`config.mk`:
```
export PLATFORM = sky130hd
export DESIGN_NAME = text_cursor_placement_top
export DESIGN_NICKNAME = d
export VERILOG_FILES = /design/src/tcp_pkg.sv /design/src/text_cursor_placement_top.sv
export SDC_FILE = /design/constraint.sdc
export NUM_CORES = 1
export LEC_CHECK = 0
export BUFFER_PORTS_ARGS = -buffer_cell sky130_fd_sc_hd__clkbuf_2
export CORE_MARGIN = 2
export CORE_UTILIZATION = 56
export DETAILED_ROUTE_END_ITERATION = 10
export PLACE_DENSITY = 0.82
export RECOVER_POWER = 100
export SYNTH_ARGS = -nofsm -noshare
export SYNTH_HDL_FRONTEND = slang
export SYNTH_SLANG_ARGS = --single-unit
```
`constraint.sdc`:
```
create_clock -name clk_i -period 10.7 [get_ports clk_i]
set_input_delay 1.605 -clock clk_i [delete_from_list [all_inputs] [get_ports clk_i]]
set_output_delay 1.605 -clock clk_i [all_outputs]
set_load 0.01 [all_outputs]
```
`src/tcp_pkg.sv`:
```
// Package: geometry, character codes, status codes and field widths for the text cursor block.
`default_nettype none

package tcp_pkg;

  // Screen and font geometry in pixels
  localparam int SCREEN_WIDTH  = 320;
  localparam int SCREEN_HEIGHT = 200;
  localparam int GLYPH_WIDTH   = 8;
  localparam int GLYPH_HEIGHT  = 16;
  localparam int FIRST_CODE    = 32;
  localparam int LAST_CODE     = 126;
  localparam int TAB_GLYPHS    = 4;
  localparam int TAB_STOP      = GLYPH_WIDTH * TAB_GLYPHS;

  // Stored cursor widths: column may reach SCREEN_WIDTH, row stays below SCREEN_HEIGHT
  localparam int COL_W = $clog2(SCREEN_WIDTH + 1);
  localparam int ROW_W = $clog2(SCREEN_HEIGHT);

  // Working width for position arithmetic (16-bit coordinates plus carry headroom)
  localparam int POS_W = 17;

  // Item field widths
  localparam int CHAR_W   = 8;
  localparam int COORD_W  = 16;
  localparam int COLOUR_W = 8;
  localparam int STATUS_W = 2;
  localparam int GIDX_W   = 7;
  localparam int GX_W     = 9;
  localparam int GY_W     = 8;
  localparam int IN_DATA_W  = 48;
  localparam int OUT_DATA_W = 56;

  // Command modes
  localparam logic MODE_INIT = 1'b0;
  localparam logic MODE_PUT  = 1'b1;

  // Character codes
  localparam logic [CHAR_W-1:0] CODE_TAB   = 8'd9;
  localparam logic [CHAR_W-1:0] CODE_NL    = 8'd10;
  localparam logic [CHAR_W-1:0] CODE_CR    = 8'd13;
  localparam logic [CHAR_W-1:0] CODE_QMARK = 8'd63;

  typedef enum logic [STATUS_W-1:0] {
    STATUS_OK    = 2'd0,
    STATUS_NODEV = 2'd1,
    STATUS_INVAL = 2'd2
  } status_e;

endpackage

`default_nettype wire

```
`src/text_cursor_placement_top.sv`:
```
// Top level: text console cursor controller with a streaming command input and result output.
//
// Usage: each input item is one console command. s_axis_tuser carries the mode
// (0 initialize, 1 place a character); s_axis_tdata carries the character code,
// the requested pixel position and the foreground colour. Every command gives
// exactly one result item on the master side with a status, clear/scroll/draw
// requests, the glyph placement and the cursor position stored afterwards.
//
// The result is registered: it appears in the cycle after its command is
// accepted. Throughput is one item per cycle while the receiver takes results;
// the single result register is the only stage, and the cursor registers update
// at the same edge so the next command already sees the new cursor.
//
// Reset clears the ready flag and puts the cursor at the origin; no result is
// pending. A placement before the first initialize reports "not initialized".
//
// When the receiver stalls, the result register holds its item and the input
// side stops accepting until the result is taken; once it is taken, a new
// command enters in the same cycle.
`default_nettype none

module text_cursor_placement_top
  import tcp_pkg::*;
(
  input  wire logic                  clk_i,
  input  wire logic                  rst_ni,
  // Command input
  input  wire logic                  s_axis_tvalid,
  output logic                       s_axis_tready,
  // tdata: char_code[7:0], pos_x[23:8], pos_y[39:24], colour[47:40]
  input  wire logic [IN_DATA_W-1:0]  s_axis_tdata,
  // tuser: mode
  input  wire logic                  s_axis_tuser,
  // Result output
  output logic                       m_axis_tvalid,
  input  wire logic                  m_axis_tready,
  // tdata: status[1:0], clear_request[2], scroll_request[3], draw_request[4],
  //        glyph_index[11:5], glyph_x[20:12], glyph_y[28:21], glyph_colour[36:29],
  //        next_x[45:37], next_y[53:46], zero pad[55:54]
  output logic [OUT_DATA_W-1:0]      m_axis_tdata
);

  // Unpacked input fields
  logic                 mode;
  logic [CHAR_W-1:0]    char_code;
  logic [COORD_W-1:0]   pos_x;
  logic [COORD_W-1:0]   pos_y;
  logic [COLOUR_W-1:0]  colour;

  assign mode      = s_axis_tuser;
  assign char_code = s_axis_tdata[7:0];
  assign pos_x     = s_axis_tdata[23:8];
  assign pos_y     = s_axis_tdata[39:24];
  assign colour    = s_axis_tdata[47:40];

  // State
  logic             ready_q, ready_d;
  logic [COL_W-1:0] cursor_col_q, cursor_col_d;
  logic [ROW_W-1:0] cursor_row_q, cursor_row_d;

  // Result register
  logic                  out_valid_q;
  logic [OUT_DATA_W-1:0] out_data_q, out_data_d;

  logic accept;

  // Take a new command whenever the result register is empty or being drained
  assign s_axis_tready = !out_valid_q || m_axis_tready;
  assign accept        = s_axis_tvalid && s_axis_tready;
  assign m_axis_tvalid = out_valid_q;
  assign m_axis_tdata  = out_data_q;

  // Result fields built for the command on the input
  status_e              res_status;
  logic                 res_clear;
  logic                 res_scroll;
  logic                 res_draw;
  logic [GIDX_W-1:0]    res_gidx;
  logic [GX_W-1:0]      res_gx;
  logic [GY_W-1:0]      res_gy;
  logic [COLOUR_W-1:0]  res_gcolour;
  logic [GX_W-1:0]      res_nx;
  logic [GY_W-1:0]      res_ny;

  always_comb begin
    logic             neg_x;
    logic             neg_y;
    logic             use_cursor;
    logic             invalid;
    logic             is_ctrl;
    logic             in_font;
    logic [CHAR_W-1:0] font_code;
    logic [CHAR_W-1:0] gidx_full;
    logic [POS_W-1:0] cur_x;
    logic [POS_W-1:0] cur_y;
    logic [POS_W-1:0] x0;
    logic [POS_W-1:0] y0;
    logic [POS_W-1:0] x1;
    logic [POS_W-1:0] y1;
    logic [POS_W-1:0] x2;
    logic [POS_W-1:0] y2;
    logic [POS_W-1:0] x3;
    logic [POS_W-1:0] tab_x;
    logic             scroll;

    cur_x = {{(POS_W-COL_W){1'b0}}, cursor_col_q};
    cur_y = {{(POS_W-ROW_W){1'b0}}, cursor_row_q};

    neg_x = pos_x[COORD_W-1];
    neg_y = pos_y[COORD_W-1];

    // Fall back to the stored cursor: both negative, row off screen, or the
    // cursor already on the last text row while a row of zero is asked for
    use_cursor = (neg_x && neg_y)
              || (!neg_y && ({1'b0, pos_y} >= POS_W'(SCREEN_HEIGHT)))
              || ((cur_y >= POS_W'(SCREEN_HEIGHT - GLYPH_HEIGHT)) && (pos_y == '0));
    invalid = !use_cursor && (neg_x != neg_y);

    x0 = use_cursor ? cur_x : {1'b0, pos_x};
    y0 = use_cursor ? cur_y : {1'b0, pos_y};

    // Advance to the next tab stop
    tab_x = POS_W'((x0 / POS_W'(TAB_STOP) + POS_W'(1)) * POS_W'(TAB_STOP));

    x1 = x0;
    y1 = y0;
    if (char_code == CODE_NL) begin
      x1 = '0;
      y1 = y0 + POS_W'(GLYPH_HEIGHT);
    end else if (char_code == CODE_CR) begin
      x1 = '0;
    end else if (char_code == CODE_TAB) begin
      if (tab_x >= POS_W'(SCREEN_WIDTH)) begin
        x1 = '0;
        y1 = y0 + POS_W'(GLYPH_HEIGHT);
      end else begin
        x1 = tab_x;
      end
    end else if (x0 + POS_W'(GLYPH_WIDTH) > POS_W'(SCREEN_WIDTH)) begin
      x1 = '0;
      y1 = y0 + POS_W'(GLYPH_HEIGHT);
    end

    // Past the bottom: request a scroll and pin to the last text row
    scroll = (y1 + POS_W'(GLYPH_HEIGHT)) > POS_W'(SCREEN_HEIGHT);
    x2 = scroll ? '0 : x1;
    y2 = scroll ? POS_W'(SCREEN_HEIGHT - GLYPH_HEIGHT) : y1;

    is_ctrl = (char_code == CODE_NL) || (char_code == CODE_CR) || (char_code == CODE_TAB);
    in_font = (char_code >= CHAR_W'(FIRST_CODE)) && (char_code <= CHAR_W'(LAST_CODE));
    font_code = in_font ? char_code : CODE_QMARK;
    gidx_full = font_code - CHAR_W'(FIRST_CODE);

    x3 = is_ctrl ? x2 : x2 + POS_W'(GLYPH_WIDTH);

    // Default: nothing requested, report the stored cursor, state holds
    res_status   = STATUS_OK;
    res_clear    = 1'b0;
    res_scroll   = 1'b0;
    res_draw     = 1'b0;
    res_gidx     = '0;
    res_gx       = '0;
    res_gy       = '0;
    res_gcolour  = '0;
    res_nx       = cur_x[GX_W-1:0];
    res_ny       = cur_y[GY_W-1:0];
    ready_d      = ready_q;
    cursor_col_d = cursor_col_q;
    cursor_row_d = cursor_row_q;

    if (mode == MODE_INIT) begin
      res_clear    = 1'b1;
      res_nx       = '0;
      res_ny       = '0;
      ready_d      = 1'b1;
      cursor_col_d = '0;
      cursor_row_d = '0;
    end else if (!ready_q) begin
      res_status = STATUS_NODEV;
    end else if (invalid) begin
      res_status = STATUS_INVAL;
    end else begin
      res_scroll = scroll;
      if (!is_ctrl) begin
        res_draw    = 1'b1;
        res_gidx    = gidx_full[GIDX_W-1:0];
        res_gx      = x2[GX_W-1:0];
        res_gy      = y2[GY_W-1:0];
        res_gcolour = colour;
      end
      res_nx       = x3[GX_W-1:0];
      res_ny       = y2[GY_W-1:0];
      cursor_col_d = x3[COL_W-1:0];
      cursor_row_d = y2[ROW_W-1:0];
    end
  end

  assign out_data_d = {2'b00, res_ny, res_nx, res_gcolour, res_gy, res_gx, res_gidx,
                       res_draw, res_scroll, res_clear, res_status};

  // Control state: cursor and ready flag advance only on an accepted command; valid loads while ready
  always_ff @(posedge clk_i or negedge rst_ni) begin
    if (!rst_ni) begin
      ready_q      <= 1'b0;
      cursor_col_q <= '0;
      cursor_row_q <= '0;
      out_valid_q  <= 1'b0;
    end else begin
      if (accept) begin
        ready_q      <= ready_d;
        cursor_col_q <= cursor_col_d;
        cursor_row_q <= cursor_row_d;
      end
      if (s_axis_tready) begin
        out_valid_q <= s_axis_tvalid;
      end
    end
  end

  // Result payload: load on accept, hold while stalled
  always_ff @(posedge clk_i) begin
    if (accept) begin
      out_data_q <= out_data_d;
    end
  end

endmodule

`default_nettype wire

```
# == Yosys cells after proc, flatten, opt, wreduce, memory -nomap -nowiden ==
# Index checks and enable logic that the tools add are counted.
# totals
reg_bits,73
inputBits,53
wordCells,73
# classes
add_sub_neg,6
n_lt_le_gt_ge,7
eq_ne,4
mux,26
n_bitwise,2
reduce_logical,19
# ops
operator,n
9-bit two-way mux,10
17-bit two-way mux,5
16-bit two-way mux,2
8-bit two-way mux,4
8-bit by 4-bit == test with 1-bit output (second input constant),3
16-bit by 4-bit adder with 17-bit output (second input constant),1
16-bit by 5-bit adder with 17-bit output (second input constant),1
17-bit by 5-bit adder with 17-bit output (second input constant),1
17-bit by 9-bit greater-or-equal comparator with 1-bit output (second input constant),1
17-bit by 8-bit > comparator with 1-bit output (second input constant),1
17-bit by 9-bit > comparator with 1-bit output (second input constant),1
16-bit by 8-bit greater-or-equal comparator with 1-bit output (second input constant),1
16-bit logical NOT,1
11-bit by 1-bit adder with 12-bit output (second input constant),1
9-bit by 4-bit adder with 9-bit output (second input constant),1
8-bit by 6-bit greater-or-equal comparator with 1-bit output (second input constant),1
8-bit greater-or-equal comparator (second input constant),1
8-bit by 7-bit less-or-equal comparator with 1-bit output (second input constant),1
7-bit two-way mux,1
7-bit by 6-bit subtractor with 7-bit output (second input constant),1
1-bit logical AND,6
1-bit logical OR,5
2-bit AND reduction,2
4-bit OR reduction,1
other kinds (6),11

# == Longest topological paths before layout ==
# depth
word_depth,19
depth_mapped,34
ltp_nobuf,29

# == Least setup slack after synthesis ==
# Ideal clock, no wire load.
# synth_path
kind,input to register
start,in s_axis_tdata[39]
end,"reg out_data_q[44], in the netlist m_axis_tdata[44], data pin"
arrival_time_ns,8.569
required_ns,10.443
setup_slack_ns,1.874
path_stages,34
path_cell_list,nor4_2 -> a31o_2 -> o211a_2 -> clkbuf_1 -> buf_1 -> clkbuf_1 -> mux2i_1 -> inv_1 -> ha_1 -> clkbuf_1 -> and3_1 -> a211oi_1 -> o32ai_2 -> nor4_2 -> a32o_1 -> mux2i_1 -> a21oi_2 -> xnor2_1 -> inv_1 -> ha_1 -> o31ai_1 -> or3_1 -> a22o_1 -> a211oi_4 -> nand2_2 -> buf_2 -> nor3_1 -> ha_1 -> nand2_1 -> a2111oi_0 -> xnor2_1 -> and3_1 -> a32oi_1 -> nor2_1
# synth_between
elab_chain_cells,19
# synth_lines
element,line,rtl
start: declaration,text_cursor_placement_top.sv:31,"input wire logic [IN_DATA_W-1:0] s_axis_tdata,"
16-bit by 8-bit greater-or-equal comparator with 1-bit output / 1-bit logical NOT (equally long branches),text_cursor_placement_top.sv:115,"|| (!neg_y && ({1'b0, pos_y} >= POS_W'(SCREEN_HEIGHT)))"
1-bit logical AND,text_cursor_placement_top.sv:115,
1-bit logical OR,text_cursor_placement_top.sv:115,
1-bit logical OR,text_cursor_placement_top.sv:116,|| ((cur_y >= POS_W'(SCREEN_HEIGHT - GLYPH_HEIGHT)) && (pos_y == '0));
16-bit two-way mux,text_cursor_placement_top.sv:119,"x0 = use_cursor ? cur_x : {1'b0, pos_x};"
16-bit by 4-bit adder with 17-bit output / 11-bit by 1-bit adder with 12-bit output (equally long branches),"text_cursor_placement_top.sv:139, text_cursor_placement_top.sv:123",
17-bit by 9-bit > comparator with 1-bit output / 17-bit by 9-bit greater-or-equal comparator with 1-bit output (equally long branches),"text_cursor_placement_top.sv:139, text_cursor_placement_top.sv:133",
17-bit two-way mux (on tied branches),"text_cursor_placement_top.sv:139, text_cursor_placement_top.sv:133",
(+3 left out),-,
17-bit by 5-bit adder with 17-bit output,text_cursor_placement_top.sv:145,scroll = (y1 + POS_W'(GLYPH_HEIGHT)) > POS_W'(SCREEN_HEIGHT);
17-bit by 8-bit > comparator with 1-bit output,text_cursor_placement_top.sv:145,
9-bit two-way mux,text_cursor_placement_top.sv:146,x2 = scroll ? '0 : x1;
9-bit by 4-bit adder with 9-bit output,text_cursor_placement_top.sv:154,x3 = is_ctrl ? x2 : x2 + POS_W'(GLYPH_WIDTH);
9-bit two-way mux,text_cursor_placement_top.sv:154,
9-bit two-way mux (*),text_cursor_placement_top.sv:180,end else if (invalid) begin
9-bit two-way mux (*) (2 in a row),-,
via cursor_col_d[7],text_cursor_placement_top.sv:58,"logic [COL_W-1:0] cursor_col_q, cursor_col_d;"
end signal: assignment,text_cursor_placement_top.sv:223,out_data_q <= out_data_d;
end: declaration,text_cursor_placement_top.sv:63,"logic [OUT_DATA_W-1:0] out_data_q, out_data_d;"
# The timed path passes the listed nets; every way through them passes the cells marked *.
# A chain may end at the register's enable or synchronous reset.

# == Final worst setup path ==
# Same ends and word-level chain as after synthesis.

==> results.yml <==
status:
  status: "complete, but fails checks"
  violations: "max-capacitance violations, max-slew violations"
final_layout:
  fin_util_pct: 65.26
  multi_input_area_mm2: 0.002735
  area_growth_pct: 12.27
  regArea_mm2: 0.002097
  antenna_cells: 0
  drive_gt1_share_pct: 14.13
  final_nets: 692
  fillers: 768
setup_path:
  crit_path_max_incr_delay_ns: 1.12
  cp_num_buf_inv: 3
  crit_family: "compound AO/OA/AOI/OAI gates"
  critPathKind: "primary input to flop"
  slowest_stage: "o211a_1"
  cp.arrival_ns: 9.84
  cp_max_fo: 42
  r2r_slack_ns: 2.12
  cp-end-kind: "flop"
  start_kind: "primary input"
  cp_data_required_time_ns: 10.79
pwr:
  seq_power_share_pct: 45.4
  p_int_w: 0.0005275
  ir_drop_mv: 0.05454
  power.leakage_nw: 2.125
  swShare_pct: 31.46
  switching_power_w: 0.0002421
  p_comb_share_pct: 25.4
  pwr-share-clk_pct: 29.3
  power_density_mw_per_mm2: 133.9
placed_design:
  gp_congestion: 0.9394
  pre_cts_slack_ns: 1.077
  port_buffers: 108
  post-dp-hpwl_um: 9935
global_route:
  grt-ovfl-total: 0
  grt_pass1_vias: 4681
  grt_start_max_net_pins: 65
  grt_pass1_wl_um: 22940
  grtUsageTotal_pct: 28.96
  antenna_found_initial: 0
synth:
  synth_top_family_by_area: "simple AND/OR/NAND/NOR gates"
  avgSynthCellArea_um2: 9.358
  yosysSeqAreaShare_pct: 40.97
  ys_top_cells_by_area: "edfxtp_1, dfrtp_1, nand2_1"
  synth_compound_gate_area_share_pct: 22.10
  postSynthCellCount: 547
  yosysUniqueCellTypes: 86
  syn_area_mm2: 0.005119
  synth_edf_count: 54
  synthFlopType: "edfxtp_1"
  synthArstFlopShare_pct: 26.03
  synthAdderAreaFrac_pct: 1.711
  muxShareOfSynthArea_pct: 2.860
  synthXorXnorAreaFrac_pct: 2.909
  synth_top_area_share_pct: 31.68
  yosys-top-cells-count: "edfxtp_1, nand2_1, nor2_1"
  synth_simple_gate_area_share_pct: 24.47
  ys_seq_elements: 73
  ys_warn_count: 0
  yosysTopAreaCell: "edfxtp_1"
sta:
  tns_ns: 0
  finalCritPeriodShare_pct: 91.12
  min_period_ns: 9.750
  finalHoldViolations: 0
  timing.fmax_mhz: 102.6
  setup_viol_count_final: 0
  final-max-slew-violation-count: 91
  tightestPinTransition_ns: 3.281
  final.setup.worst_slack_ns: 0.9503
  max_slew_margin_pct: -118.7
  fin_skew_ns: 0.01249
  rsz0062_at_grt: "no"
  whs_ns: 0.5401
drt:
  vias: 4948
  wirelength_um: 14100
  wl_per_cell_um: 18.92
  ant_nets: 0
  drc_errors: 0
  dr.first_iter.drc_count: 567
  dr.pass1.iters: 5
  vias_per_cell: 6.642
clocking:
  path_clk_slew_ns: 0.07
  cts_hold_buffers: 0
  numCtsBuffers: 9
  numClockSinks: 73
  htreeDepth: 3
  cts_setup_buffers: 0
  ctsResizeCount: 0
  insertion_delay_ns: 0.35
  cts_tree: "built"
  cts_buffer_depth: 2
  cts_root_buf: "clkbuf_8"
floorplanning:
  die_y_um: 99.61
  rows: 34
  start_util_pct: 58.13
  core_mm2: 0.008806
  die_x_um: 99.61
  ios: 111
  fp.dieArea_mm2: 0.009921
hold_path:
  hp-class: "flop to flop"
job:
  drv_cap: 2
[cell usage in the layout (no fill, tap or decap), drive strengths merged, types with 3 or more instances in the layout]
cell	Yosys	final
ha	7	7
a31o	4	4
a32oi	8	8
a21oi	21	21
nor2b	4	4
xnor2	11	11
buf	22	5
edfxtp	54	54
and3	10	10
nand4	17	17
inv	16	15
a2bb2oi	5	5
o31ai	9	9
clkbuf	19	123
a21o	3	3
o221ai	4	4
a31oi	6	6
o2bb2ai	3	3
a211oi	7	7
dfrtp	19	19
a22o	4	4
nor3	22	22
nand2	55	55
clkinv	1	3
nand3	28	28
o211ai	6	6
nand2b	4	4
o21a	5	5
or3	5	5
a41oi	5	5
and2	16	16
o21ai	18	18
nor4	16	16
nor2	45	45
mux2i	12	12
xor2	6	6
a32o	7	7
[per-stage QoR]
step | cells | power (W) | cell area, um^2
2_1_floorplan | 548 | 0.0004861 | 5122
3_3_place_gp | 729 | 0.0005398 | 5655
3_5_place_dp | 729 | 0.0005492 | 5655
4_1_cts | 745 | 0.0007720 | 5864
5_1_grt | 745 | 0.0008032 | 5747
6_report | 745 | 0.0007695 | 5747
[cell families (layout without fill, tap and decap cells)]
| family | count (synthesis) | after routing |
|---|---|---|
| xor gates and xnor gates | 17 | 17 |
| DFF | 73 | 73 |
| other | 1 | 2 |
| buffers and inverters | 58 | 147 |
| muxes | 14 | 14 |
| adders and majority gates | 7 | 7 |
| AOI/OAI and AO/OA | 143 | 143 |
| and+or+nand+nor | 234 | 234 |
[layer usage]
metal / part of all wire, % / global-route usage [%] / routed length, um
met1: 41 / 39.06 / 5736
met2: 48 / 46.36 / 6806
met3: 8.7 / 5.341 / 1221
met4: 2.4 / 11.59 / 333
met5: 0 / 0 / 0
[power by group through the flow]
| stage | Combinational, W | Clock, W | Sequential, W |
|---|---|---|---|
| floorplan | 0.000129 | 0 | 0.000357 |
| global placement | 0.000188 | 0 | 0.000352 |
| detailed placement | 0.000196 | 0 | 0.000353 |
| CTS | 0.000198 | 0.000226 | 0.000347 |
| global route | 0.000214 | 0.000238 | 0.000351 |
| finish | 0.000195 | 0.000225 | 0.000349 |
[cell type report]
class	count	area share, %
sequential	73	36.49
clock inverter	2	0.6096
multi-input combinational	417	47.59
inverter	17	1.110
timing repair buffer	114	8.818
tap	108	2.351
clock buffer	14	3.026
[final timing paths]
path,to,cells after the start,start
max,m_axis_tdata[44],30,s_axis_tdata[39]
min,ready_q,1,ready_q
max reg2reg,m_axis_tdata[44],29,cursor_row_q[6]
min reg2reg,ready_q,1,ready_q
max in group asynchronous,cursor_row_q[0],1,rst_ni
min in group asynchronous,cursor_col_q[1],1,rst_ni
[sequential cells by signal, summed over array words and instances, names as in the netlist]
signal,flops
cursor_col_q,9
cursor_row_q,8
m_axis_tdata,54
m_axis_tvalid,1
ready_q,1
(Power assumes the default switching activity.)
